<file path="config.mk">
export PLATFORM = sky130hd
export DESIGN_NAME = encoder_position_velocity_tracker
export DESIGN_NICKNAME = d
export VERILOG_FILES = /design/src/sv/epvt_pkg.sv /design/src/sv/epvt_wmem.sv /design/src/sv/epvt_mul.sv /design/src/sv/epvt_div.sv /design/src/sv/encoder_position_velocity_tracker.sv
export SDC_FILE = /design/constraint.sdc
export NUM_CORES = 2
export LEC_CHECK = 0
export BUFFER_PORTS_ARGS = -buffer_cell sky130_fd_sc_hd__buf_2
export CAP_MARGIN = 20
export CORE_MARGIN = 5
export CORE_UTILIZATION = 35
export DETAILED_ROUTE_END_ITERATION = 10
export GPL_ROUTABILITY_DRIVEN = 0
export SLEW_MARGIN = 10
export SYNTH_ARGS = -nofsm -noshare
export SYNTH_HDL_FRONTEND = slang
export SYNTH_HIERARCHICAL = 1
export SYNTH_SLANG_ARGS = --single-unit
export TNS_END_PERCENT = 10
</file>
<file path="constraint.sdc">
create_clock -name clk -period 10.5 [get_ports clk]
set_input_delay 2.1 -clock clk [delete_from_list [all_inputs] [get_ports clk]]
set_output_delay 2.1 -clock clk [all_outputs]
set_load 0.005 [all_outputs]
</file>
<file path="src/sv/epvt_pkg.sv">
package epvt_pkg;

  // fixed field and register widths
  localparam int IN_CNT_W = 16;
  localparam int MARK_W   = 16;
  localparam int TIME_W   = 24;
  localparam int CPR_W    = 24;
  localparam int DPC_W    = 32;
  localparam int OFF_W    = 48;
  localparam int POS_W    = 48;
  localparam int VEL_W    = 48;
  localparam int DIST_W   = 64;
  localparam int PROD_W   = 80;
  localparam int CFG_AW   = 5;
  localparam int CFG_DW   = 64;

  // register indexes (byte address bits [4:3])
  localparam logic [1:0] REG_CPR = 2'd0;
  localparam logic [1:0] REG_DPC = 2'd1;
  localparam logic [1:0] REG_OFF = 2'd2;

  localparam logic [VEL_W-1:0] VEL_MAX = {1'b0, {(VEL_W-1){1'b1}}};
  localparam logic [VEL_W-1:0] VEL_MIN = {1'b1, {(VEL_W-1){1'b0}}};
  localparam logic [DIST_W-1:0] DIST_MAX = {1'b0, {(DIST_W-1){1'b1}}};
  localparam logic [DIST_W-1:0] DIST_MIN = {1'b1, {(DIST_W-1){1'b0}}};
  localparam logic [POS_W-1:0] POS_MAX = {1'b0, {(POS_W-1){1'b1}}};
  localparam logic [POS_W-1:0] POS_MIN = {1'b1, {(POS_W-1){1'b0}}};

  // sequencer states
  typedef enum logic [3:0] {
    ST_IDLE,
    ST_UPD,
    ST_POS,
    ST_MOD,
    ST_MULD_S,
    ST_MULD,
    ST_MULV_S,
    ST_MULV,
    ST_DIV_S,
    ST_DIV,
    ST_OUT
  } epvt_state_t;

  // status of a multi-cycle arithmetic unit
  typedef struct packed {
    logic busy;
    logic done;
  } epvt_unit_sts_t;

endpackage

</file>
<file path="src/sv/epvt_wmem.sv">
module epvt_wmem #(
  parameter int DEPTH = 10,
  parameter int AW    = 4,
  parameter int DW    = 40
) (
  input  logic          clk,
  input  logic          rst_n,
  input  logic          rd_en,
  input  logic [AW-1:0] rd_addr,
  output logic [DW-1:0] rd_data,
  input  logic          wr_en,
  input  logic [AW-1:0] wr_addr,
  input  logic [DW-1:0] wr_data
);

  logic [DW-1:0]    mem [DEPTH];
  logic [DEPTH-1:0] valid_r;
  logic [DW-1:0]    rd_q_r;
  logic             rd_vld_r;

  // window storage, registered read
  always_ff @(posedge clk) begin
    if (wr_en) begin
      mem[wr_addr] <= wr_data;
    end
    if (rd_en) begin
      rd_q_r <= mem[rd_addr];
    end
  end

  // entry valid bits, an unwritten entry reads as zero
  always_ff @(posedge clk) begin
    if (!rst_n) begin
      valid_r  <= '0;
      rd_vld_r <= 1'b0;
    end else begin
      if (wr_en) begin
        valid_r[wr_addr] <= 1'b1;
      end
      if (rd_en) begin
        rd_vld_r <= valid_r[rd_addr];
      end
    end
  end

  assign rd_data = rd_vld_r ? rd_q_r : '0;

endmodule

</file>
<file path="src/sv/epvt_mul.sv">
module epvt_mul (
  input  logic                          clk,
  input  logic                          rst_n,
  input  logic                          start,
  input  logic [epvt_pkg::POS_W-1:0]    a,
  input  logic [epvt_pkg::DPC_W-1:0]    b,
  output logic [epvt_pkg::PROD_W-1:0]   p,
  output epvt_pkg::epvt_unit_sts_t      sts
);

  localparam int CNT_W = $clog2(epvt_pkg::POS_W);

  logic [epvt_pkg::PROD_W-1:0] acc_r;
  logic [epvt_pkg::POS_W-1:0]  a_r;
  logic [epvt_pkg::DPC_W-1:0]  b_r;
  logic [CNT_W-1:0]            cnt_r;
  logic                        busy_r;
  logic                        done_r;

  // step control, one multiplier bit a cycle
  always_ff @(posedge clk) begin
    if (!rst_n) begin
      busy_r <= 1'b0;
      done_r <= 1'b0;
      cnt_r  <= '0;
    end else begin
      done_r <= 1'b0;
      if (start) begin
        busy_r <= 1'b1;
        cnt_r  <= '0;
      end else if (busy_r) begin
        if (cnt_r == CNT_W'(epvt_pkg::POS_W - 1)) begin
          busy_r <= 1'b0;
          done_r <= 1'b1;
        end
        cnt_r <= cnt_r + 1'b1;
      end
    end
  end

  // shift and add, msb first
  always_ff @(posedge clk) begin
    if (start) begin
      acc_r <= '0;
      a_r   <= a;
      b_r   <= b;
    end else if (busy_r) begin
      acc_r <= {acc_r[epvt_pkg::PROD_W-2:0], 1'b0}
             + (a_r[epvt_pkg::POS_W-1] ? epvt_pkg::PROD_W'(b_r) : '0);
      a_r   <= {a_r[epvt_pkg::POS_W-2:0], 1'b0};
    end
  end

  assign p        = acc_r;
  assign sts.busy = busy_r;
  assign sts.done = done_r;

endmodule

</file>
<file path="src/sv/epvt_div.sv">
module epvt_div #(
  parameter int DEN_W = 28
) (
  input  logic                         clk,
  input  logic                         rst_n,
  input  logic                         start,
  input  logic [epvt_pkg::PROD_W-1:0]  n,
  input  logic [DEN_W-1:0]             d,
  output logic [epvt_pkg::PROD_W-1:0]  q,
  output logic [DEN_W-1:0]             rem,
  output epvt_pkg::epvt_unit_sts_t     sts
);

  localparam int CNT_W = $clog2(epvt_pkg::PROD_W);

  logic [epvt_pkg::PROD_W-1:0] q_r;
  logic [DEN_W-1:0]            rem_r;
  logic [DEN_W-1:0]            d_r;
  logic [CNT_W-1:0]            cnt_r;
  logic                        busy_r;
  logic                        done_r;
  logic [DEN_W:0]              trial;
  logic [DEN_W:0]              diff;
  logic                        fits;

  // one restoring step
  always_comb begin
    trial = {rem_r, q_r[epvt_pkg::PROD_W-1]};
    diff  = trial - {1'b0, d_r};
    fits  = trial >= {1'b0, d_r};
  end

  // step control, one quotient bit a cycle
  always_ff @(posedge clk) begin
    if (!rst_n) begin
      busy_r <= 1'b0;
      done_r <= 1'b0;
      cnt_r  <= '0;
    end else begin
      done_r <= 1'b0;
      if (start) begin
        busy_r <= 1'b1;
        cnt_r  <= '0;
      end else if (busy_r) begin
        if (cnt_r == CNT_W'(epvt_pkg::PROD_W - 1)) begin
          busy_r <= 1'b0;
          done_r <= 1'b1;
        end
        cnt_r <= cnt_r + 1'b1;
      end
    end
  end

  // partial remainder and quotient shift
  always_ff @(posedge clk) begin
    if (start) begin
      q_r   <= n;
      rem_r <= '0;
      d_r   <= d;
    end else if (busy_r) begin
      rem_r <= fits ? diff[DEN_W-1:0] : trial[DEN_W-1:0];
      q_r   <= {q_r[epvt_pkg::PROD_W-2:0], fits};
    end
  end

  assign q        = q_r;
  assign rem      = rem_r;
  assign sts.busy = busy_r;
  assign sts.done = done_r;

endmodule

</file>
<file path="src/sv/encoder_position_velocity_tracker.sv">
// one item in flight: the next item is accepted once the result is queued
// the serial multiplier (48 steps, run twice) and radix-2 divider (80 steps, run for
//   rotary wrap and again for velocity) do the arithmetic; a zero window time skips
//   the velocity divide
// reset: synchronous active low, position, window sums and slot cleared at once,
//   window entries invalidated by valid bits, no clearing pass
module encoder_position_velocity_tracker #(
  parameter int WINDOW_LEN   = 10,
  parameter int COUNTER_BITS = 16
) (
  input  logic                          clk,
  input  logic                          rst_n,
  // counter_value[15:0], capture_value[31:16], elapsed_time[55:32]
  input  logic [55:0]                   in_tdata,
  // index_captured[0]
  input  logic [0:0]                    in_tuser,
  input  logic                          in_tvalid,
  output logic                          in_tready,
  // distance[63:0], velocity[111:64], zero_mark[127:112]
  output logic [127:0]                  out_tdata,
  // velocity_valid[0]
  output logic [0:0]                    out_tuser,
  output logic                          out_tvalid,
  input  logic                          out_tready,
  input  logic                          cfg_psel,
  input  logic                          cfg_penable,
  input  logic                          cfg_pwrite,
  input  logic [epvt_pkg::CFG_AW-1:0]   cfg_paddr,
  input  logic [epvt_pkg::CFG_DW-1:0]   cfg_pwdata,
  output logic [epvt_pkg::CFG_DW-1:0]   cfg_prdata,
  output logic                          cfg_pready
);

  localparam int CB     = COUNTER_BITS;
  localparam int SLOT_W = (WINDOW_LEN > 1) ? $clog2(WINDOW_LEN) : 1;
  localparam int XS_W   = CB + SLOT_W;
  localparam int TS_W   = epvt_pkg::TIME_W + SLOT_W;
  localparam int ENT_W  = CB + epvt_pkg::TIME_W;
  localparam int TW     = epvt_pkg::TIME_W;

  epvt_pkg::epvt_state_t state_r, state_nxt;

  // configuration registers
  logic [epvt_pkg::CPR_W-1:0] cpr_r;
  logic [epvt_pkg::DPC_W-1:0] dpc_r;
  logic [epvt_pkg::OFF_W-1:0] off_r;
  logic                       cfg_wr;

  // item being worked on
  logic [CB-1:0]               cur_r;
  logic                        cap_r;
  logic [epvt_pkg::MARK_W-1:0] capv_r;
  logic [TW-1:0]               dt_r;

  // tracker state
  logic [CB-1:0]              last_counter_r;
  logic [epvt_pkg::POS_W-1:0] position_count_r;
  logic [XS_W-1:0]            xs_sum_r;
  logic [TS_W-1:0]            ts_sum_r;
  logic [SLOT_W-1:0]          slot_r;

  // results
  logic [epvt_pkg::PROD_W+1:0] dist_raw_r;
  logic [epvt_pkg::VEL_W-1:0]  vel_r;
  logic                        vvalid_r;
  logic [127:0]                out_tdata_r;
  logic [0:0]                  out_tuser_r;
  logic                        out_tvalid_r;

  logic                        in_acc;
  logic                        upd;
  logic [ENT_W-1:0]            mem_rd;
  logic [CB-1:0]               old_d;
  logic [TW-1:0]               old_t;
  logic [CB-1:0]               ref_cnt;
  logic [CB-1:0]               delta;
  logic [epvt_pkg::POS_W-1:0]  pos_base;
  logic [epvt_pkg::POS_W:0]    pos_sum;
  logic [epvt_pkg::POS_W-1:0]  pos_sat;
  logic [XS_W-1:0]             xs_nxt;
  logic [TS_W-1:0]             ts_nxt;
  logic [SLOT_W-1:0]           slot_nxt;
  logic [epvt_pkg::POS_W-1:0]  pos_mag;
  logic [XS_W-1:0]             xs_mag;
  logic [epvt_pkg::DPC_W-1:0]  dpc_mag;
  logic [TS_W-1:0]             wrap_pos;

  logic                        mul_start;
  logic [epvt_pkg::POS_W-1:0]  mul_a;
  logic [epvt_pkg::PROD_W-1:0] mul_p;
  epvt_pkg::epvt_unit_sts_t    mul_sts;
  logic                        div_start;
  logic [epvt_pkg::PROD_W-1:0] div_n;
  logic [TS_W-1:0]             div_d;
  logic [epvt_pkg::PROD_W-1:0] div_q;
  logic [TS_W-1:0]             div_rem;
  epvt_pkg::epvt_unit_sts_t    div_sts;

  logic [epvt_pkg::PROD_W:0]   prod_s;
  logic [epvt_pkg::PROD_W+1:0] dist_nxt;
  logic [epvt_pkg::DIST_W-1:0] dist_sat;
  logic                        vneg;
  logic                        big_neg;
  logic                        big_pos;
  logic [epvt_pkg::VEL_W-1:0]  vel_nxt;
  logic                        out_load;

  // configuration port
  assign cfg_pready = 1'b1;
  assign cfg_wr     = cfg_psel && cfg_penable && cfg_pwrite && cfg_pready;

  always_ff @(posedge clk) begin
    if (!rst_n) begin
      cpr_r <= '0;
      dpc_r <= epvt_pkg::DPC_W'(65536);
      off_r <= '0;
    end else if (cfg_wr) begin
      case (cfg_paddr[4:3])
        epvt_pkg::REG_CPR: cpr_r <= cfg_pwdata[epvt_pkg::CPR_W-1:0];
        epvt_pkg::REG_DPC: dpc_r <= cfg_pwdata[epvt_pkg::DPC_W-1:0];
        epvt_pkg::REG_OFF: off_r <= cfg_pwdata[epvt_pkg::OFF_W-1:0];
        default: ;
      endcase
    end
  end

  always_comb begin
    case (cfg_paddr[4:3])
      epvt_pkg::REG_CPR: cfg_prdata = epvt_pkg::CFG_DW'(cpr_r);
      epvt_pkg::REG_DPC: cfg_prdata = epvt_pkg::CFG_DW'(dpc_r);
      epvt_pkg::REG_OFF: cfg_prdata = epvt_pkg::CFG_DW'(off_r);
      default:           cfg_prdata = '0;
    endcase
  end

  // input handshake, the window entry at the current slot is read on accept
  assign in_tready = (state_r == epvt_pkg::ST_IDLE);
  assign in_acc    = in_tvalid && in_tready;
  assign upd       = (state_r == epvt_pkg::ST_UPD);

  always_ff @(posedge clk) begin
    if (in_acc) begin
      cur_r  <= CB'(in_tdata[15:0]);
      capv_r <= in_tdata[31:16];
      dt_r   <= in_tdata[55:32];
      cap_r  <= in_tuser[0];
    end
  end

  epvt_wmem #(
    .DEPTH (WINDOW_LEN),
    .AW    (SLOT_W),
    .DW    (ENT_W)
  ) u_wmem (
    .clk     (clk),
    .rst_n   (rst_n),
    .rd_en   (in_acc),
    .rd_addr (slot_r),
    .rd_data (mem_rd),
    .wr_en   (upd),
    .wr_addr (slot_r),
    .wr_data ({delta, dt_r})
  );

  // delta, saturated position and running window sums
  always_comb begin
    old_d    = mem_rd[ENT_W-1:TW];
    old_t    = mem_rd[TW-1:0];
    ref_cnt  = cap_r ? CB'(capv_r) : last_counter_r;
    delta    = cur_r - ref_cnt;
    pos_base = cap_r ? '0 : position_count_r;
    pos_sum  = {pos_base[epvt_pkg::POS_W-1], pos_base}
             + {{(epvt_pkg::POS_W + 1 - CB){delta[CB-1]}}, delta};
    if (pos_sum[epvt_pkg::POS_W] != pos_sum[epvt_pkg::POS_W-1]) begin
      pos_sat = pos_sum[epvt_pkg::POS_W] ? epvt_pkg::POS_MIN : epvt_pkg::POS_MAX;
    end else begin
      pos_sat = pos_sum[epvt_pkg::POS_W-1:0];
    end
    xs_nxt   = xs_sum_r - {{SLOT_W{old_d[CB-1]}}, old_d} + {{SLOT_W{delta[CB-1]}}, delta};
    ts_nxt   = ts_sum_r - {{SLOT_W{1'b0}}, old_t} + {{SLOT_W{1'b0}}, dt_r};
    slot_nxt = (slot_r == SLOT_W'(WINDOW_LEN - 1)) ? '0 : slot_r + 1'b1;
  end

  // magnitudes and rotary wrap
  always_comb begin
    pos_mag  = position_count_r[epvt_pkg::POS_W-1] ? -position_count_r : position_count_r;
    xs_mag   = xs_sum_r[XS_W-1] ? -xs_sum_r : xs_sum_r;
    dpc_mag  = dpc_r[epvt_pkg::DPC_W-1] ? -dpc_r : dpc_r;
    wrap_pos = (position_count_r[epvt_pkg::POS_W-1] && (div_rem != '0))
             ? TS_W'(cpr_r) - div_rem : div_rem;
  end

  // shared arithmetic units
  assign mul_start = (state_r == epvt_pkg::ST_MULD_S) || (state_r == epvt_pkg::ST_MULV_S);
  assign mul_a     = (state_r == epvt_pkg::ST_MULD_S) ? pos_mag : epvt_pkg::POS_W'(xs_mag);

  epvt_mul u_mul (
    .clk   (clk),
    .rst_n (rst_n),
    .start (mul_start),
    .a     (mul_a),
    .b     (dpc_mag),
    .p     (mul_p),
    .sts   (mul_sts)
  );

  assign div_start = ((state_r == epvt_pkg::ST_POS) && (cpr_r != '0))
                  || (state_r == epvt_pkg::ST_DIV_S);
  assign div_n     = (state_r == epvt_pkg::ST_POS) ? epvt_pkg::PROD_W'(pos_mag) : mul_p;
  assign div_d     = (state_r == epvt_pkg::ST_POS) ? TS_W'(cpr_r) : ts_sum_r;

  epvt_div #(
    .DEN_W (TS_W)
  ) u_div (
    .clk   (clk),
    .rst_n (rst_n),
    .start (div_start),
    .n     (div_n),
    .d     (div_d),
    .q     (div_q),
    .rem   (div_rem),
    .sts   (div_sts)
  );

  // signed distance before saturation, and velocity clamp
  always_comb begin
    prod_s   = (position_count_r[epvt_pkg::POS_W-1] ^ dpc_r[epvt_pkg::DPC_W-1])
             ? -{1'b0, mul_p} : {1'b0, mul_p};
    dist_nxt = {prod_s[epvt_pkg::PROD_W], prod_s}
             - {{(epvt_pkg::PROD_W + 2 - epvt_pkg::OFF_W){off_r[epvt_pkg::OFF_W-1]}}, off_r};
    if ((&dist_raw_r[epvt_pkg::PROD_W+1:epvt_pkg::DIST_W-1])
        || !(|dist_raw_r[epvt_pkg::PROD_W+1:epvt_pkg::DIST_W-1])) begin
      dist_sat = dist_raw_r[epvt_pkg::DIST_W-1:0];
    end else begin
      dist_sat = dist_raw_r[epvt_pkg::PROD_W+1] ? epvt_pkg::DIST_MIN : epvt_pkg::DIST_MAX;
    end
    vneg    = xs_sum_r[XS_W-1] ^ dpc_r[epvt_pkg::DPC_W-1];
    big_pos = |div_q[epvt_pkg::PROD_W-1:epvt_pkg::VEL_W-1];
    big_neg = (|div_q[epvt_pkg::PROD_W-1:epvt_pkg::VEL_W])
           || (div_q[epvt_pkg::VEL_W-1] && (|div_q[epvt_pkg::VEL_W-2:0]));
    if (vneg) begin
      vel_nxt = big_neg ? epvt_pkg::VEL_MIN : -div_q[epvt_pkg::VEL_W-1:0];
    end else begin
      vel_nxt = big_pos ? epvt_pkg::VEL_MAX : div_q[epvt_pkg::VEL_W-1:0];
    end
  end

  // sequencer next state
  always_comb begin
    state_nxt = state_r;
    out_load  = 1'b0;
    case (state_r)
      epvt_pkg::ST_IDLE:   if (in_acc) state_nxt = epvt_pkg::ST_UPD;
      epvt_pkg::ST_UPD:    state_nxt = epvt_pkg::ST_POS;
      epvt_pkg::ST_POS:    state_nxt = (cpr_r != '0) ? epvt_pkg::ST_MOD : epvt_pkg::ST_MULD_S;
      epvt_pkg::ST_MOD:    if (div_sts.done) state_nxt = epvt_pkg::ST_MULD_S;
      epvt_pkg::ST_MULD_S: state_nxt = epvt_pkg::ST_MULD;
      epvt_pkg::ST_MULD:   if (mul_sts.done) state_nxt = epvt_pkg::ST_MULV_S;
      epvt_pkg::ST_MULV_S: state_nxt = epvt_pkg::ST_MULV;
      epvt_pkg::ST_MULV: begin
        if (mul_sts.done) begin
          state_nxt = (ts_sum_r != '0) ? epvt_pkg::ST_DIV_S : epvt_pkg::ST_OUT;
        end
      end
      epvt_pkg::ST_DIV_S:  state_nxt = epvt_pkg::ST_DIV;
      epvt_pkg::ST_DIV:    if (div_sts.done) state_nxt = epvt_pkg::ST_OUT;
      epvt_pkg::ST_OUT: begin
        if (!out_tvalid_r || out_tready) begin
          out_load  = 1'b1;
          state_nxt = epvt_pkg::ST_IDLE;
        end
      end
      default:             state_nxt = epvt_pkg::ST_IDLE;
    endcase
  end

  always_ff @(posedge clk) begin
    if (!rst_n) begin
      state_r <= epvt_pkg::ST_IDLE;
    end else begin
      state_r <= state_nxt;
    end
  end

  // tracker state updates
  always_ff @(posedge clk) begin
    if (!rst_n) begin
      last_counter_r   <= '0;
      position_count_r <= '0;
      xs_sum_r         <= '0;
      ts_sum_r         <= '0;
      slot_r           <= '0;
    end else if (upd) begin
      last_counter_r   <= cur_r;
      position_count_r <= pos_sat;
      xs_sum_r         <= xs_nxt;
      ts_sum_r         <= ts_nxt;
      slot_r           <= slot_nxt;
    end else if ((state_r == epvt_pkg::ST_MOD) && div_sts.done) begin
      position_count_r <= epvt_pkg::POS_W'(wrap_pos);
    end
  end

  // result capture
  always_ff @(posedge clk) begin
    if ((state_r == epvt_pkg::ST_MULD) && mul_sts.done) begin
      dist_raw_r <= dist_nxt;
    end
    if ((state_r == epvt_pkg::ST_MULV) && mul_sts.done) begin
      vel_r    <= '0;
      vvalid_r <= 1'b0;
    end else if ((state_r == epvt_pkg::ST_DIV) && div_sts.done) begin
      vel_r    <= vel_nxt;
      vvalid_r <= 1'b1;
    end
  end

  // output register
  always_ff @(posedge clk) begin
    if (out_load) begin
      out_tdata_r <= {(cap_r ? capv_r : '0), vel_r, dist_sat};
      out_tuser_r <= vvalid_r;
    end
  end

  always_ff @(posedge clk) begin
    if (!rst_n) begin
      out_tvalid_r <= 1'b0;
    end else if (out_load) begin
      out_tvalid_r <= 1'b1;
    end else if (out_tready) begin
      out_tvalid_r <= 1'b0;
    end
  end

  assign out_tdata  = out_tdata_r;
  assign out_tuser  = out_tuser_r;
  assign out_tvalid = out_tvalid_r;

  // window slot stays inside the window
  assert property (@(posedge clk) disable iff (!rst_n)
    slot_r <= SLOT_W'(WINDOW_LEN - 1))
    else $error("window slot out of range");

  // rotary position lies in one revolution before scaling
  assert property (@(posedge clk) disable iff (!rst_n)
    (state_r == epvt_pkg::ST_MULD_S) && (cpr_r != '0)
      |-> !position_count_r[epvt_pkg::POS_W-1]
          && (position_count_r < epvt_pkg::POS_W'(cpr_r)))
    else $error("wrapped position outside revolution");

  // invalid velocity is reported as zero
  assert property (@(posedge clk) disable iff (!rst_n)
    out_tvalid_r && !out_tuser_r[0] |-> (out_tdata_r[111:64] == '0))
    else $error("velocity nonzero while not valid");

  // multiplier is never restarted mid run
  assert property (@(posedge clk) disable iff (!rst_n)
    mul_start |-> !mul_sts.busy && !div_sts.busy)
    else $error("multiplier started while busy");

endmodule
</file>
==> results.json <==
{
  "fillCellCount": 20270,
  "number_of_drc_markers_in_iteration_0": 4716,
  "vdd_drop_max_uv": 196.0,
  "timing.critical_path.arrival_ps": 10150,
  "numPortBuffers": 292,
  "final.period_utilization": 0.8973,
  "hold_viol": 0,
  "relSlewSlack": 0.3065,
  "start_kind": "flop",
  "grt_antenna_before_repair": 12,
  "grt_pass1_vias": 53770,
  "setup_repair_after_global_routing_missed_its_margin": "false",
  "cts_resized": 0,
  "postCtsHoldBufs": 0,
  "fp.dieArea_sq_um": 218900,
  "fp-row-count": 168,
  "postSynthCellCount": 7177,
  "core-area_sq_um": 209200,
  "pin_count": 329,
  "fin_crit_ps": 9422,
  "num-nets-final": 7781,
  "initial_utilization": 0.3508,
  "first_pass_iters": 6,
  "count_of_synthesis_stage_warnings_from_yosys": 6,
  "tritoncts": "done",
  "cts.repair_timing.setup_buffer_count": 0,
  "globalRouteOverflowTotal": 0,
  "clock_sink_count": 1306,
  "clkLatencyLatePin_ps": 810,
  "timing.critical_path.mode_cell": "o21ai_0",
  "finalWirelength_mm": 213.4,
  "drive_above_1_share": 0.1360,
  "syn-mean-instance-area_sq_um": 10.22,
  "hold_path_class": "flop to flop",
  "grt_usage": 0.1888,
  "totalPowerFinal_uw": 27480,
  "route.detailed.wl_per_inst_um": 20.78,
  "clockRootBuffer": "clkbuf_16",
  "max_stage_delay_ps": 620,
  "achievable-frequency_mhz": 106.1,
  "power.static_leakage_uw": 0.02972,
  "dp.final_hpwl_mm": 154.3,
  "finalSetupTns_ps": 0,
  "power_density_nw_per_um2": 332.9,
  "status": "complete, no violations",
  "worst_case_clock_buffer_depth": 3,
  "maxCapViolCount": 0,
  "drt_antenna_net_count": 0,
  "first_pass_grt_wire_length_mm": 324.0,
  "final.setup_skew_ps": 33.14,
  "timing_worst_setup_path_type": "flop to flop",
  "htreeDepth": 4,
  "die_w_um": 467.8,
  "worst_setup_hold_path_clk_slew_ps": 60,
  "maxSlewViolCount": 0,
  "num_vias": 55830,
  "grt_max_degree": 180,
  "worstMarginPinSlew_ps": 1027,
  "cts_inserted_buffers": 148,
  "floorplan.die.height_um": 467.8,
  "routed_via_density": 5.437,
  "cp-end-kind": "flop",
  "syn_area_sq_um": 73360,
  "detail_route.drc_violations": 0,
  "crit_path_max_fanout": 30,
  "setup_violators_final": 0,
  "crit_required_ps": 11220,
  "worst_path_max_delay_cell": "o31a_1",
  "syn2layout_area_growth_pct": 12.56
}
## stage by stage
stage	utilization	hold WS, ps	setup slack, ps	instances	cell area (sq um)
floorplan	-	401.9	1777	7192	73420
global placement	0.3710	416.5	1458	9985	77590
detailed placement	0.3712	411.5	1320	9987	77630
CTS	0.3947	418.2	1289	10260	82550
global route	0.3947	434.4	389.5	10270	82560
finish	0.3948	422.3	1078	10270	82570
## power by group
part | internal, uW | switching [uW] | total, uW
clock network | 2990 | 2220 | 5220
registers | 6860 | 925 | 7790
logic | 5680 | 8800 | 14500
## routing by layer
layer | track usage | wire (um) | part of all wire | vias to the layer above
met5 | 0 | 66 | 0.00031 | -
met4 | 0.08155 | 9677 | 0.045 | 10
met3 | 0.02581 | 11880 | 0.056 | 397
met2 | 0.3168 | 102600 | 0.48 | 1753
met1 | 0.2441 | 89190 | 0.42 | 27210
li1 | - | - | - | 26460
## cells in the final DEF (no fill, tap or decap), types with 27 or more instances in the layout
cell and n:
nand2_1 746, fa_1 49, o21ai_0 452, buf_4 74
o21a_1 64, nor2b_1 121, o31ai_1 71, edfxtp_1 896
mux4_2 117, or4_1 27, clkbuf_1 29, nand3_1 117
o211ai_1 30, inv_1 367, or3_1 84, mux2_2 130
nand2b_1 60, nor2_1 483, and2_1 134, nand4_1 77
and3_1 49, dfxtp_1 402, xor2_1 158, o21bai_1 28
a31oi_1 62, a211oi_1 73, buf_2 292, nor3_1 117
a21oi_1 596, or2_2 32, mux2i_1 59, ha_1 266
a21o_1 168, clkbuf_16 155, xnor2_1 274, nor4_1 65
## state kept, by name (all words and copies together) (netlist names), 40 cells and up
register	count
u_wmem/mem	400
out_tdata	128
dist_raw_r	82
u_div/q	80
u_mul/p	80
off_r	48
position_count_r	48
u_mul/a_r	48
vel_r	48
u_wmem/rd_q_r	40
## critical path: cells and delay by family, from the launching register on
kind | cells | cell delay (ps)
AO/OA/AOI/OAI | 19 | 4750
XOR/XNOR | 1 | 340
adder cells (fa/ha/maj) | 3 | 1110
buffers and inverters | 2 | 700
flip-flops | 1 | 490
AND/OR/NAND/NOR | 7 | 1860
## final timing paths
kind                     startpoint                           endpoint  slack (ps)  depth (start not counted)
min reg2reg  vel_r[31]$_SDFFE_PP0P_            out_tdata[95]$_DFFE_PP_         420                          0
max reg2reg         cap_r$_DFFE_PP_  position_count_r[16]$_SDFFE_PN0P_        1080                         32
min          vel_r[31]$_SDFFE_PP0P_            out_tdata[95]$_DFFE_PP_         420                          0
max                 cap_r$_DFFE_PP_  position_count_r[16]$_SDFFE_PN0P_        1080                         32
## final cells by class
type                            count  area (sq um)  share of cell area
Inverter                          374          1409             0.01706
Multi-Input combinational cell   5132         35470              0.4296
Tap cell                         2805          3510             0.04250
Sequential cell                  1306         35130              0.4255
Antenna cell                        7         17.52           0.0002121
Timing Repair Buffer              371          2116             0.02562
Clock inverter                     77         764.5            0.009258
Clock buffer                      197          4151             0.05028
No activity file was read; power rests on OpenSTA's default activity.
